==> src/design/bms_pkg.sv <==
// shared types, command codes and note tables for the buzzer melody sequencer
package bms_pkg;

  typedef struct packed {
    logic [1:0] cmd;
    logic [4:0] entry_index;
    logic [3:0] entry_note;
    logic [3:0] entry_beat;
  } in_item_t;

  typedef struct packed {
    logic       buzzer_level;
    logic [5:0] melody_position;
    logic       playing;
  } out_item_t;

  localparam logic [1:0] CMD_TICK  = 2'd0;
  localparam logic [1:0] CMD_WRITE = 2'd1;
  localparam logic [1:0] CMD_START = 2'd2;

  localparam int NOTE_COUNT = 14;
  localparam int TUNE_LEN   = 32;

  localparam logic [3:0] NOTE_LOW     = 4'd1;
  localparam logic [3:0] NOTE_HIGH    = 4'd14;
  localparam logic [3:0] NOTE_INVALID = 4'd15;
  localparam logic [3:0] FILL_NOTE    = 4'd1;
  localparam logic [3:0] FILL_BEAT    = 4'd4;
  localparam logic [5:0] LENGTH_RESET = 6'd32;
  localparam logic [23:0] TIMER_RESET = 24'h00FF00;

  // tone frequency in hz
  localparam logic [10:0] NOTE_FREQ [NOTE_COUNT] = '{
    11'd523, 11'd587, 11'd659, 11'd698, 11'd784, 11'd880, 11'd988,
    11'd1047, 11'd1175, 11'd1319, 11'd1397, 11'd1568, 11'd1760, 11'd1976
  };

  // machine-clock ticks per half period: (11059200/12) / (2 * freq)
  localparam logic [9:0] HALF_PERIOD [NOTE_COUNT] = '{
    10'd881, 10'd785, 10'd699, 10'd660, 10'd587, 10'd523, 10'd466,
    10'd440, 10'd392, 10'd349, 10'd329, 10'd293, 10'd261, 10'd233
  };

  localparam logic [3:0] TUNE_NOTES [TUNE_LEN] = '{
    4'd1, 4'd2, 4'd3, 4'd1, 4'd1, 4'd2, 4'd3, 4'd1,
    4'd3, 4'd4, 4'd5, 4'd3, 4'd4, 4'd5, 4'd5, 4'd6,
    4'd5, 4'd4, 4'd3, 4'd1, 4'd5, 4'd6, 4'd5, 4'd4,
    4'd3, 4'd1, 4'd1, 4'd5, 4'd1, 4'd1, 4'd5, 4'd1
  };

  localparam logic [3:0] TUNE_BEATS [TUNE_LEN] = '{
    4'd4, 4'd4, 4'd4, 4'd4, 4'd4, 4'd4, 4'd4, 4'd4,
    4'd4, 4'd4, 4'd8, 4'd4, 4'd4, 4'd8, 4'd3, 4'd1,
    4'd3, 4'd1, 4'd4, 4'd4, 4'd3, 4'd1, 4'd3, 4'd1,
    4'd4, 4'd4, 4'd4, 4'd4, 4'd8, 4'd4, 4'd4, 4'd8
  };

endpackage

==> src/design/buzzer_melody_sequencer.sv <==
// buzzer melody sequencer: tick timer, note sequencer and melody entry store
//
// input channel (in_valid, in_stall, in_data) carries one command per transfer:
// a timer tick, a melody entry write or a playback start. every input transfer
// produces exactly one output transfer (out_valid, out_stall, out_data) with
// the buzzer pin level, the entry now playing and the playing flag.
// an item is held in the input register, then the state update is done
// combinationally and the state registers act as the result register;
// out_valid is registered when the item leaves the input register.
// throughput is one item per cycle while out_stall is low.
// when out_stall is high the pending result holds, one more item is buffered
// in the input register and then in_stall rises until the result is taken.
// cfg_write_en/cfg_write_data set the melody length and may only be written
// while no item is pending.
// synchronous reset loads the built-in tune, length 32, timer and reload
// 0xff00, buzzer high, tone on and the sequencer stopped; no clearing pass.
module buzzer_melody_sequencer #(
  parameter int MELODY_DEPTH = 32,
  parameter int TIMER_BITS   = 16
) (
  input  logic                clk,
  input  logic                rst,
  input  logic                in_valid,
  output logic                in_stall,
  input  bms_pkg::in_item_t   in_data,
  output logic                out_valid,
  input  logic                out_stall,
  output bms_pkg::out_item_t  out_data,
  input  logic                cfg_write_en,
  input  logic [5:0]          cfg_write_data
);

  localparam int STORE     = (MELODY_DEPTH < bms_pkg::TUNE_LEN) ? MELODY_DEPTH
                                                                : bms_pkg::TUNE_LEN;
  localparam int IDX_W     = (STORE > 1) ? $clog2(STORE) : 1;
  localparam int DEPTH_CAP = (MELODY_DEPTH < 63) ? MELODY_DEPTH : 63;

  logic                  in_reg_valid;
  bms_pkg::in_item_t     in_reg;
  logic                  advance;
  logic                  accept;

  logic [5:0]            melody_length;
  logic [TIMER_BITS-1:0] timer_count, timer_count_next;
  logic [TIMER_BITS-1:0] reload_value, reload_value_next;
  logic [3:0]            melody_notes [STORE];
  logic [3:0]            melody_beats [STORE];
  logic [5:0]            position, position_next;
  logic [15:0]           note_elapsed, note_elapsed_next;
  logic [15:0]           note_total, note_total_next;
  logic [15:0]           sound_total, sound_total_next;
  logic                  tone_enable, tone_enable_next;
  logic                  buzzer_state, buzzer_state_next;
  logic                  active, active_next;

  logic [5:0]            len;
  logic                  entry_write;
  logic [3:0]            rd_note, rd_beat, code;
  logic [3:0]            note_sel;
  logic [10:0]           freq;
  logic [14:0]           beat_freq;
  logic [15:0]           total_calc;
  logic [23:0]           neg_half;
  logic [5:0]            position_inc;
  logic [15:0]           elapsed_inc;

  assign advance  = in_reg_valid && (!out_valid || !out_stall);
  assign in_stall = in_reg_valid && !advance;
  assign accept   = in_valid && !in_stall;

  assign len = (32'(melody_length) < 32'(DEPTH_CAP)) ? melody_length : 6'(DEPTH_CAP);

  assign entry_write = advance && (in_reg.cmd == bms_pkg::CMD_WRITE) &&
                       (32'(in_reg.entry_index) < 32'(STORE));

  // entry lookup at the playing position
  always_comb begin
    if (32'(position) < 32'(STORE)) begin
      rd_note = melody_notes[position[IDX_W-1:0]];
      rd_beat = melody_beats[position[IDX_W-1:0]];
    end else begin
      rd_note = bms_pkg::FILL_NOTE;
      rd_beat = bms_pkg::FILL_BEAT;
    end
    code = rd_note;
    if (code < bms_pkg::NOTE_LOW) begin
      code = bms_pkg::NOTE_LOW;
    end
    if (code == bms_pkg::NOTE_INVALID) begin
      code = bms_pkg::NOTE_HIGH;
    end
    note_sel   = code - 4'd1;
    freq       = bms_pkg::NOTE_FREQ[note_sel];
    beat_freq  = 15'(rd_beat) * freq;
    total_calc = 16'(beat_freq >> 2);
    neg_half   = 24'd0 - 24'(bms_pkg::HALF_PERIOD[note_sel]);
  end

  assign position_inc = position + 6'd1;
  assign elapsed_inc  = note_elapsed + 16'd1;

  always_comb begin
    timer_count_next  = timer_count;
    reload_value_next = reload_value;
    position_next     = position;
    note_elapsed_next = note_elapsed;
    note_total_next   = note_total;
    sound_total_next  = sound_total;
    tone_enable_next  = tone_enable;
    buzzer_state_next = buzzer_state;
    active_next       = active;
    if (advance) begin
      unique case (in_reg.cmd)
        bms_pkg::CMD_TICK: begin
          timer_count_next = timer_count + TIMER_BITS'(1);
          if (timer_count == '1) begin
            timer_count_next  = reload_value;
            buzzer_state_next = tone_enable ? !buzzer_state : 1'b1;
            if (active) begin
              if (position >= len) begin
                active_next = 1'b0;
              end else if (note_elapsed == 16'd0) begin
                reload_value_next = neg_half[TIMER_BITS-1:0];
                note_total_next   = total_calc;
                sound_total_next  = total_calc - (total_calc >> 2);
                tone_enable_next  = 1'b1;
                note_elapsed_next = 16'd1;
              end else if (note_elapsed >= note_total) begin
                note_elapsed_next = 16'd0;
                position_next     = position_inc;
                if (position_inc >= len) begin
                  active_next = 1'b0;
                end
              end else begin
                note_elapsed_next = elapsed_inc;
                if (elapsed_inc == sound_total) begin
                  tone_enable_next = 1'b0;
                end
              end
            end
          end
        end
        bms_pkg::CMD_START: begin
          position_next     = 6'd0;
          note_elapsed_next = 16'd0;
          active_next       = (len != 6'd0);
        end
        default: begin
        end
      endcase
    end
  end

  always_ff @(posedge clk) begin
    if (rst) begin
      in_reg_valid <= 1'b0;
    end else if (accept) begin
      in_reg_valid <= 1'b1;
    end else if (advance) begin
      in_reg_valid <= 1'b0;
    end
  end

  always_ff @(posedge clk) begin
    if (accept) begin
      in_reg <= in_data;
    end
  end

  always_ff @(posedge clk) begin
    if (rst) begin
      out_valid <= 1'b0;
    end else if (advance) begin
      out_valid <= 1'b1;
    end else if (!out_stall) begin
      out_valid <= 1'b0;
    end
  end

  always_ff @(posedge clk) begin
    if (rst) begin
      melody_length <= bms_pkg::LENGTH_RESET;
    end else if (cfg_write_en) begin
      melody_length <= cfg_write_data;
    end
  end

  always_ff @(posedge clk) begin
    if (rst) begin
      for (int i = 0; i < STORE; i++) begin
        melody_notes[i] <= bms_pkg::TUNE_NOTES[i];
        melody_beats[i] <= bms_pkg::TUNE_BEATS[i];
      end
    end else if (entry_write) begin
      melody_notes[in_reg.entry_index[IDX_W-1:0]] <= in_reg.entry_note;
      melody_beats[in_reg.entry_index[IDX_W-1:0]] <= in_reg.entry_beat;
    end
  end

  always_ff @(posedge clk) begin
    if (rst) begin
      timer_count  <= bms_pkg::TIMER_RESET[TIMER_BITS-1:0];
      reload_value <= bms_pkg::TIMER_RESET[TIMER_BITS-1:0];
      position     <= 6'd0;
      note_elapsed <= 16'd0;
      note_total   <= 16'd0;
      sound_total  <= 16'd0;
      tone_enable  <= 1'b1;
      buzzer_state <= 1'b1;
      active       <= 1'b0;
    end else begin
      timer_count  <= timer_count_next;
      reload_value <= reload_value_next;
      position     <= position_next;
      note_elapsed <= note_elapsed_next;
      note_total   <= note_total_next;
      sound_total  <= sound_total_next;
      tone_enable  <= tone_enable_next;
      buzzer_state <= buzzer_state_next;
      active       <= active_next;
    end
  end

  assign out_data.buzzer_level    = buzzer_state;
  assign out_data.melody_position = position;
  assign out_data.playing         = active;

  a_stall_needs_item: assert property (@(posedge clk) disable iff (rst)
    in_stall |-> in_reg_valid)
    else $error("input stalled with empty input register");

  a_result_follows: assert property (@(posedge clk) disable iff (rst)
    advance |=> out_valid)
    else $error("processed item gave no result");

  a_silent_high: assert property (@(posedge clk) disable iff (rst)
    advance && (in_reg.cmd == bms_pkg::CMD_TICK) && (timer_count == '1) && !tone_enable
    |=> buzzer_state)
    else $error("buzzer not held high while tone is off");

  a_start_clears: assert property (@(posedge clk) disable iff (rst)
    advance && (in_reg.cmd == bms_pkg::CMD_START)
    |=> (position == 6'd0) && (note_elapsed == 16'd0))
    else $error("start did not rewind the sequencer");

  a_sound_in_note: assert property (@(posedge clk) disable iff (rst)
    sound_total <= note_total)
    else $error("sound time exceeds note time");

endmodule

==> config.mk <==
export PLATFORM = sky130hd
export DESIGN_NAME = buzzer_melody_sequencer
export DESIGN_NICKNAME = d
export VERILOG_FILES = /design/src/design/bms_pkg.sv /design/src/design/buzzer_melody_sequencer.sv
export SDC_FILE = /design/constraint.sdc
export NUM_CORES = 1
export LEC_CHECK = 0
export BUFFER_PORTS_ARGS = -buffer_cell sky130_fd_sc_hd__buf_2
export CORE_ASPECT_RATIO = 1.75
export CORE_UTILIZATION = 30
export CTS_CLUSTER_DIAMETER = 150
export DETAILED_ROUTE_END_ITERATION = 10
export GPL_TIMING_DRIVEN = 0
export PLACE_DENSITY = 0.44
export SYNTH_ARGS = -nofsm -noshare
export SYNTH_HDL_FRONTEND = slang
export SYNTH_SLANG_ARGS = --single-unit
==> constraint.sdc <==
create_clock -name clk -period 11.65 [get_ports clk]
set_input_delay 2.9125 -clock clk [delete_from_list [all_inputs] [get_ports clk]]
set_output_delay 2.9125 -clock clk [all_outputs]
set_load 0.05 [all_outputs]
==> results of run 1 <==
per-layer routing:
metal | vias to the layer above | share of wire, %
met5 | - | 0
met1 | 7102 | 33
li1 | 6629 | -
met4 | 0 | 8.0
met3 | 168 | 2.3
met2 | 291 | 56
synthesized netlist by cell type, types with 8 or more instances:
cell / number / area share [%]
o21ai_0: 76 / 1.9
a21oi_1: 74 / 1.9
xnor2_1: 33 / 1.5
buf_6: 8 / 0.45
mux4_2: 62 / 7.0
nor3_1: 30 / 0.75
or3_1: 93 / 2.9
nor2b_1: 21 / 0.66
ha_1: 70 / 4.4
mux2i_1: 25 / 1.3
a21o_1: 15 / 0.57
buf_2: 9 / 0.23
buf_4: 9 / 0.34
and3_1: 18 / 0.57
inv_1: 80 / 1.5
nand4_1: 11 / 0.35
xor2_1: 23 / 1.0
nand2b_1: 17 / 0.53
edfxtp_1: 271 / 41
fa_1: 19 / 1.9
clkbuf_1: 82 / 1.5
nand2_1: 123 / 2.3
nor2_1: 129 / 2.4
and2_1: 177 / 5.6
o21a_1: 12 / 0.45
dfxtp_1: 92 / 9.3
a31oi_1: 15 / 0.47
a211oi_1: 13 / 0.49
nand3_1: 35 / 0.88
worst max path at each step:
| stage | end | cells after the start | slack (ns) | startpoint |
|---|---|---|---|---|
| after CTS | sound_total[12] | 35 | 2.09 | register |
| final | sound_total[12] | 35 | 2.06 | register |
| after floorplan | sound_total[12] | 34 | 4.04 | register |
| after detailed placement | sound_total[12] | 35 | 2.10 | register |
| after global routing | sound_total[11] | 36 | 1.46 | register |
| after global placement | sound_total[11] | 36 | 2.15 | register |
critical path: cells and delay by family, from the launching register on:
family / cells / cell delay [ns]
AO/OA/AOI/OAI: 13 / 2.73
XOR/XNOR: 1 / 0.29
adder cells (fa/ha/maj): 5 / 2.29
buffers and inverters: 8 / 1.83
flip-flops: 1 / 0.32
multiplexers: 1 / 0.51
AND/OR/NAND/NOR: 7 / 1.50
where the power goes:
group          internal [mW]  leakage [nW]  switching, mW
Clock                  0.766         0.615          0.531
Combinational          0.186          3.92          0.329
Sequential              1.41          3.29         0.0141
Total                   2.36          7.82          0.874
logic make-up (layout without fill, tap and decap cells):
logic type      count (synthesis)  count (layout)  share of synthesized area (%)
compound gates                280             280                          9.066
fa+ha+maj                      89              89                          6.316
flops                         363             363                          50.18
xor+xnor                       56              56                          2.466
simple gates                  694             694                          18.60
buf+inv                       194             311                          4.297
mux                           101             101                          9.072
layout make-up:
| cell class | instances | area (sq um) | share of cell area (%) |
|---|---|---|---|
| buffer | 112 | 546.8 | 2.416 |
| clock buffer | 48 | 1008 | 4.456 |
| clock inverter | 15 | 260.3 | 1.150 |
| inverter | 82 | 307.8 | 1.360 |
| multi-input combinational | 1220 | 9062 | 40.04 |
| sequential | 363 | 9980 | 44.09 |
| tap | 882 | 1104 | 4.876 |
| timing repair buffer | 54 | 365.4 | 1.614 |
through the flow:
stage               cell area (sq um)  utilization (%)  hold WS, ns  setup WS (ns)  power (mW)
floorplan                       19890                -       0.4319          4.036       1.799
global placement                21160            32.32       0.4448          2.152       1.961
detailed placement              21370            32.63       0.4477          2.104       1.972
CTS                             22630            34.57       0.4554          2.087       3.262
global route                    22630            34.57       0.4806          1.461       3.354
finish                          22630            34.57       0.4516          2.061       3.237
placed cells by master, fill, tap and decap left out, drive strengths merged, types with 17 or more instances in the layout:
cell / n
mux4: 62
or3: 94
mux2i: 25
xor2: 23
nand2b: 17
clkbuf: 131
and3: 18
buf: 83
fa: 19
dfxtp: 92
nor2: 129
a21oi: 76
nor3: 32
ha: 70
edfxtp: 271
xnor2: 33
nand3: 35
and2: 178
nor2b: 21
nand2: 123
o21ai: 81
inv: 81
==> out/summary.json, run 1 <==
{
  "run_status": "complete, no violations",
  "report.final.slew_viol_count": 0,
  "cp_slowest_cell": "fa_1",
  "ys_warn_count": 0,
  "seq_area_frac_synth_pct": 50.18,
  "hold_depth": 2,
  "critical_path_required_ns": 12.11,
  "synth_cell_type_count": 87,
  "globalRouteOverflowTotal": 0,
  "fp-row-count": 124,
  "worstMarginPinSlew_ns": 1.325,
  "floorplan.core_area_sq_um": 65470,
  "grtUsageMet2_pct": 41.75,
  "unrepaired_setup_endpoints_after_global_routing": "no",
  "timing.rr.end": "sound_total[12]",
  "total_grt_usage_pct": 21.04,
  "ir_drop_mv": 0.1175,
  "leakage_nw": 7.824,
  "final_cell_count_no_fill": 2776,
  "fin_tns_setup_ns": 0,
  "port_buffers": 34,
  "clk_pin_slew_worst_paths_ns": 0.06,
  "design.die.area_sq_um": 67370,
  "tritoncts": "done",
  "synth_area_per_inst_sq_um": 11.19,
  "worst_path_most_repeated_cell": "buf_6",
  "worstHoldEndpoint": "note_total[8]",
  "clock-skew-final_ns": 0.03639,
  "boundaryPins": 36,
  "grt_pass1_wl_mm": 100.8,
  "cells_after_synth": 1777,
  "route.vias.total": 14190,
  "power.density_nw_per_um2": 143.0,
  "fin_crit_ns": 9.589,
  "postCtsHoldBufs": 0,
  "worstPathArrival_ns": 10.05,
  "clock_path_buffers": 3,
  "finalNetCount": 1985,
  "globalRouteMet3Util_pct": 1.868,
  "drt_wl_cell_um": 25.21,
  "grt_most_used_layer": "met2",
  "groute.layer.met1.usage_pct": 19.87,
  "setup-violations-final": 0,
  "synthesis.area_sq_um": 19890,
  "vias_in_the_first_global_route": 14820,
  "synth_ff_type": "edfxtp_1",
  "post-route-drc-count": 0,
  "dp.final_hpwl_mm": 54.09,
  "fillers": 6681,
  "cts.root.buffer_cell": "clkbuf_16",
  "layout-drive-gt1-share_pct": 12.09,
  "max_fo_critical_path": 10,
  "synth_edf_count": 271,
  "grt_antenna_before_repair": 0,
  "floorplan.die.height_um": 342.6,
  "first_pass_detailed_route_iteration_total": 8,
  "finalHoldViolations": 0,
  "synth.ff_latch_count": 363,
  "cap_viol_max_count": 0,
  "final_period_util_pct": 82.31,
  "synthToLayoutAreaGrowth_pct": 13.81,
  "routabilityCongestion": 0.9016,
  "cts_sinks": 363,
  "synth_async_sr_flop_share_pct": 0,
  "cts_setup_buffers": 0,
  "vias_per_cell": 5.112,
  "worst_hold_path_type": "reg -> reg",
  "register_to_register_setup_slack_ns": 2.06,
  "route.antenna.remaining_nets": 0,
  "slew-limit-headroom_pct": 10.70,
  "cts_resized": 0,
  "total_clock_buffers_created_by_cts": 37,
  "hold_start": "note_total[8]",
  "grt_start_max_net_pins": 16,
  "clock_tree.htree_level_count": 2,
  "antennaDiodeCount": 0,
  "clkLatencyLatePin_ns": 0.57,
  "wl_mm": 69.98,
  "critical_path.max_stage_delay_ns": 0.55,
  "clock.fmax_mhz": 104.3,
  "fp.dieW_um": 196.6,
  "reg2reg_depth": 35,
  "largest_registers": "melody_beats x128, melody_notes x128",
  "initial_core_util_pct": 30.38,
  "critical_path.startpoint_type": "register",
  "critPathKind": "reg -> reg",
  "dpl.cell_count": 2713,
  "synth.net_count": 1892,
  "detail_route.iter0.violations": 753,
  "kind_of_end_point_of_the_critical_path": "register"
}
Note: power is estimated with default switching activity, not from simulation.
==> inputs of run 2 (changes only) <==
ABC_AREA = 1   (was default)
clock period = 9.1 ns   (was 11.65 ns; I/O delays follow)
==> out/summary.json, run 2 <==
{
  "report.final.slew_viol_count": 0,
  "power.share.combinational_pct": 38.1,
  "layout-drive-gt1-share_pct": 7.088,
  "synthSimpleGateAreaFrac_pct": 23.57,
  "p_int_mw": 3.499,
  "synth-compound-area-share_pct": 8.894,
  "final_period_util_pct": 93.84,
  "total_grt_usage_pct": 22.86,
  "synth_async_sr_flop_share_pct": 0,
  "fp.dieW_um": 193.7,
  "clk_pin_slew_worst_paths_ns": 0.06,
  "seq_area_frac_synth_pct": 51.70,
  "synth_top_family_by_area": "simple AND/OR/NAND/NOR gates",
  "initial_core_util_pct": 30.39,
  "unrepaired_setup_endpoints_after_global_routing": "no",
  "post_dp_cell_area_sq_um": 20480,
  "boundaryPins": 36,
  "clock_tree.htree_level_count": 2,
  "place_worst_setup_slack_ns": 0.1659,
  "antennaDiodeCount": 0,
  "globalRouteOverflowTotal": 0,
  "port_buffers": 35,
  "largest_registers": "melody_beats x128, melody_notes x128",
  "worst_path_most_repeated_cell": "nand2_1",
  "cp_slowest_cell": "fa_1",
  "ys_warn_count": 0,
  "fin_tns_setup_ns": 0,
  "grt_antenna_before_repair": 0,
  "leakage_nw": 8.692,
  "post_synth_mux_area_share_pct": 0,
  "register_to_register_setup_slack_ns": 0.56,
  "final_ws_setup_ns": 0.5610,
  "fin_crit_ns": 8.539,
  "cap_viol_max_count": 0,
  "floorplan.die.height_um": 337.5,
  "dpl.cell_count": 3074,
  "finalHoldViolations": 0,
  "grt_pass1_wl_mm": 106.9,
  "clock.fmax_mhz": 117.1,
  "design.die.area_sq_um": 65400,
  "area_share_of_fa_ha_maj_cells_after_synthesis_pct": 6.508,
  "post_synth_xor_xnor_area_pct": 1.997,
  "critical_path_required_ns": 9.62,
  "total_clock_buffers_created_by_cts": 40,
  "final_design_area_no_fill_sq_um": 21820,
  "synth.ff_latch_count": 363,
  "register_share_of_total_power_pct": 32.3,
  "synth_area_per_inst_sq_um": 8.644,
  "slew-limit-headroom_pct": 24.50,
  "route.antenna.remaining_nets": 0,
  "fillers": 6699,
  "cells_after_synth": 2233,
  "synth_commonest_cells": "477 x nand2_1, 400 x nor2_1, 271 x edfxtp_1, 225 x inv_1, 155 x nand3_1",
  "run_status": "complete, no violations",
  "postCtsHoldBufs": 0,
  "grt_start_max_net_pins": 16,
  "finalNetCount": 2426,
  "final_cell_count_no_fill": 3148,
  "synth_edf_count": 271,
  "critPathKind": "reg -> reg",
  "detail_route.iter0.violations": 1000,
  "cts_setup_buffers": 0,
  "critical_path.startpoint_type": "register",
  "yosys.area.top_type": "edfxtp_1",
  "max_fo_critical_path": 12,
  "tritoncts": "done",
  "fp-row-count": 122,
  "clock-skew-final_ns": 0.05227,
  "critical_path.max_stage_delay_ns": 0.55,
  "setup-violations-final": 0,
  "vias_per_cell": 5.160,
  "cts_resized": 0,
  "power.density_nw_per_um2": 261.2,
  "worst_hold_path_type": "reg -> reg",
  "wl_mm": 74.79,
  "reg2reg_depth": 43,
  "synthesis.area_sq_um": 19300,
  "synth_cell_type_count": 53,
  "net-switching-power_mw": 2.201,
  "drt_wl_cell_um": 23.76,
  "floorplan.core_area_sq_um": 63500,
  "synthToLayoutAreaGrowth_pct": 13.06,
  "route.vias.total": 16240,
  "dp.final_hpwl_mm": 56.05,
  "cts_sinks": 363,
  "vias_in_the_first_global_route": 16580,
  "cts.root.buffer_cell": "clkbuf_16",
  "layout_commonest_cell": "nand2_1",
  "p_sw_share_pct": 38.61,
  "post-synth-top-count-cell": "nand2_1",
  "synth.net_count": 2348,
  "kind_of_end_point_of_the_critical_path": "register",
  "clkLatencyLatePin_ns": 0.60,
  "worstPathArrival_ns": 9.06,
  "routabilityCongestion": 0.9361,
  "clock_path_buffers": 3,
  "final_cell_mix": "477 x nand2_1, 400 x nor2_1, 271 x edfxtp_1",
  "post-route-drc-count": 0,
  "hold_depth": 2,
  "hold_start": "reload_value[5]",
  "synth.area.top_cells": "edfxtp_1 42%, dfxtp_1 9.5%, nand2_1 9.3%, nor2_1 7.8%, ha_1 4.5%",
  "first_pass_detailed_route_iteration_total": 5,
  "worstMarginPinSlew_ns": 1.132,
  "synth_ff_type": "edfxtp_1",
  "ir_drop_mv": 0.3264,
  "post_synth_top_area_share_pct": 42.16,
  "clkPwrFrac_pct": 29.6
}
[run 2: final timing paths]
path,endpoint
worst max-delay path,sound_total[11]
worst min register to register,reload_value[5]
worst max register to register,sound_total[11]
worst min-delay path,reload_value[5]
[run 2: power by group through the flow]
stage | clock network [mW] | registers, mW | logic, mW
after floorplan | 0 | 1.87 | 1.50
after global placement | 0 | 1.87 | 2.12
after detailed placement | 0 | 1.87 | 2.15
after CTS | 1.72 | 1.84 | 2.16
after global routing | 1.77 | 1.84 | 2.41
final | 1.69 | 1.84 | 2.17
[run 2: final cells by class]
cell class | instances | area (sq um) | share of cell area, %
flip-flops and latches | 363 | 9980 | 45.73
repair buffers | 36 | 180.2 | 0.8257
inverters | 235 | 890.9 | 4.083
multi-input cells | 1532 | 7908 | 36.24
well taps | 806 | 1008 | 4.622
plain buffers | 103 | 533.0 | 2.443
clock buffers | 55 | 1109 | 5.080
clock inverters | 18 | 212.7 | 0.9748
[run 2: layer usage]
layer / share of wire (%) / track usage (%) / wire [um] / vias up
met5: 0 / 0 / 0 / -
met4: 8.5 / 17.57 / 6371 / 0
met3: 3.5 / 2.564 / 2646 / 245
li1: - / - / - / 7587
met2: 55 / 45.51 / 41020 / 522
met1: 33 / 20.99 / 24750 / 7889
[run 2: cells by family after synthesis]
kind of cell             Yosys count
AND/OR/NAND/NOR                 1106
flip-flops                       363
buffers and inverters            338
AO/OA/AOI/OAI                    293
adder cells (fa/ha/maj)           89
XOR/XNOR                          44
[run 2: per-stage QoR]
stage          utilization [%]  total power [mW]  hold slack [ns]
2_1_floorplan                -             3.370           0.4191
3_3_place_gp             32.26             3.993           0.4461
3_5_place_dp             32.26             4.025           0.4578
4_1_cts                  34.34             5.722           0.4675
5_1_grt                  34.36             6.026           0.4905
6_report                 34.36             5.700           0.4627
[run 2: worst max-delay path: cells and delay by family, from the launching register on]
family / cells / cell delay (ns)
flip-flops: 1 / 0.31
XOR/XNOR: 2 / 0.50
AO/OA/AOI/OAI: 8 / 1.42
AND/OR/NAND/NOR: 19 / 2.40
buffers and inverters: 8 / 1.22
adder cells (fa/ha/maj): 6 / 2.59
==> inputs of run 3 (changes only) <==
CELL_PAD_IN_SITES_DETAIL_PLACEMENT = 1   (was default)
CELL_PAD_IN_SITES_GLOBAL_PLACEMENT = 2   (was default)
PLACE_DENSITY = 0.63   (was 0.44)
==> out/summary.json, run 3 (synthesized netlist as in run 2, its figures left out) <==
{
  "total_grt_usage_pct": 25.33,
  "cts_resized": 4,
  "route.antenna.remaining_nets": 0,
  "run_status": "complete, no violations",
  "grt_start_max_net_pins": 16,
  "slew-limit-headroom_pct": 21.14,
  "design.die.area_sq_um": 65400,
  "clock_tree.htree_level_count": 2,
  "postCtsHoldBufs": 0,
  "critical_path.max_stage_delay_ns": 0.55,
  "layout_commonest_cell": "nand2_1",
  "cts_sinks": 363,
  "timing.rr.end": "sound_total[12]",
  "finalHoldViolations": 0,
  "drt_wl_cell_um": 26.05,
  "globalRouteOverflowTotal": 0,
  "wl_mm": 81.89,
  "synthToLayoutAreaGrowth_pct": 12.98,
  "vias_in_the_first_global_route": 17760,
  "clk_pin_slew_worst_paths_ns": 0.06,
  "met3_wirelength_mm": 2.377,
  "worst_hold_path_type": "reg -> reg",
  "kind_of_end_point_of_the_critical_path": "register",
  "clkLatencyLatePin_ns": 0.60,
  "vias_per_cell": 5.161,
  "critical_path_required_ns": 9.57,
  "leakage_nw": 8.679,
  "wl_met2_mm": 46.39,
  "p_int_mw": 3.466,
  "worst_path_most_repeated_cell": "nand2_1",
  "fin_tns_setup_ns": 0,
  "final_period_util_pct": 92.87,
  "boundaryPins": 36,
  "cp_slowest_cell": "fa_1",
  "clock_path_buffers": 3,
  "final_cell_count_no_fill": 3143,
  "dp.final_hpwl_mm": 62.67,
  "fp-row-count": 122,
  "worstPathArrival_ns": 8.92,
  "hold_start": "reload_value[5]",
  "first_pass_detailed_route_iteration_total": 4,
  "register_to_register_setup_slack_ns": 0.65,
  "grt_pass1_wl_mm": 117.4,
  "antennaDiodeCount": 0,
  "critical_path.startpoint_type": "register",
  "worstHoldEndpoint": "reload_value[5]",
  "hold_depth": 2,
  "port_buffers": 35,
  "floorplan.die.height_um": 337.5,
  "routed.top_layer": "met4",
  "floorplan.core_area_sq_um": 63500,
  "cts.root.buffer_cell": "clkbuf_16",
  "finalNetCount": 2426,
  "wirelength_met1_mm": 26.57,
  "post-route-drc-count": 0,
  "detail_route.iter0.violations": 705,
  "route.vias.total": 16220,
  "setup-violations-final": 0,
  "fillers": 7510,
  "layout-drive-gt1-share_pct": 7.274,
  "fin_crit_ns": 8.451,
  "p_sw_share_pct": 38.88,
  "register_share_of_total_power_pct": 32.4,
  "grt_antenna_before_repair": 0,
  "critPathKind": "reg -> reg",
  "routabilityCongestion": 0.9041,
  "clock.fmax_mhz": 118.3,
  "initial_core_util_pct": 30.39,
  "power.density_nw_per_um2": 260.0,
  "net-switching-power_mw": 2.205,
  "clkPwrFrac_pct": 29.0,
  "cap_viol_max_count": 0,
  "worstMarginPinSlew_ns": 1.183,
  "tritoncts": "done",
  "power.share.combinational_pct": 38.6,
  "clock-skew-final_ns": 0.04064,
  "ir_drop_mv": 0.1920,
  "total_clock_buffers_created_by_cts": 40,
  "report.final.slew_viol_count": 0,
  "unrepaired_setup_endpoints_after_global_routing": "no",
  "cts_setup_buffers": 0,
  "largest_registers": "melody_beats x128, melody_notes x128",
  "max_fo_critical_path": 10,
  "final_cell_mix": "477 x nand2_1, 400 x nor2_1, 271 x edfxtp_1",
  "fp.dieW_um": 193.7,
  "reg2reg_depth": 38,
  "dpl.cell_count": 3075
}
[run 3: worst max-delay path by stage]
stage,from,to,slack [ns],cells past startpoint
after floorplan,position[5],sound_total[11],2.48,34
after global placement,register,sound_total[12],-0.33,36
after detailed placement,register,sound_total[12],-0.41,36
after CTS,register,sound_total[12],0.02,39
after global routing,register,sound_total[12],0.08,41
final,register,sound_total[12],0.65,38
[run 3: critical path, delay by kind of cell, from the launching register on]
| family | cells | cell delay [ns] |
|---|---|---|
| compound gates | 7 | 2.17 |
| xor+xnor | 1 | 0.23 |
| fa+ha+maj | 6 | 2.44 |
| buf+inv | 7 | 1.24 |
| flops | 1 | 0.31 |
| simple gates | 17 | 1.89 |
[run 3: layout make-up]
cell class,instances,area (sq um),area share (%)
buffer,103,545.5,2.502
clock buffer,45,1020,4.676
clock inverter,23,241.5,1.107
inverter,235,890.9,4.085
multi-input combinational,1532,7939,36.40
sequential,363,9980,45.76
tap,806,1008,4.624
timing repair buffer,36,182.7,0.8377
[run 3: layer usage]
layer	global-route usage, %	up-vias
met5	0	-
met4	19.03	0
met3	2.763	231
met2	51.42	391
met1	22.66	8025
li1	-	7573
[run 3: power by group through the flow]
stage          Clock (mW)  Combinational (mW)  Sequential [mW]
4_1_cts              1.67                2.21             1.84
3_3_place_gp            0                2.15             1.87
2_1_floorplan           0                1.50             1.87
6_report             1.64                2.19             1.84
3_5_place_dp            0                2.19             1.87
5_1_grt              1.71                2.51             1.84
[run 3: metrics by stage]
stage          worst slack, ns  area (sq um)  power, mW  hold WS, ns  util, %
2_1_floorplan            2.482         19300      3.370       0.4191        -
3_3_place_gp           -0.3349         20480      4.020       0.4469    32.26
3_5_place_dp           -0.4101         20500      4.062       0.4471    32.29
4_1_cts                0.01805         21770      5.711       0.4589    34.28
5_1_grt                0.07712         21810      6.060       0.4722    34.34
6_report                0.6493         21810      5.671       0.4558    34.34
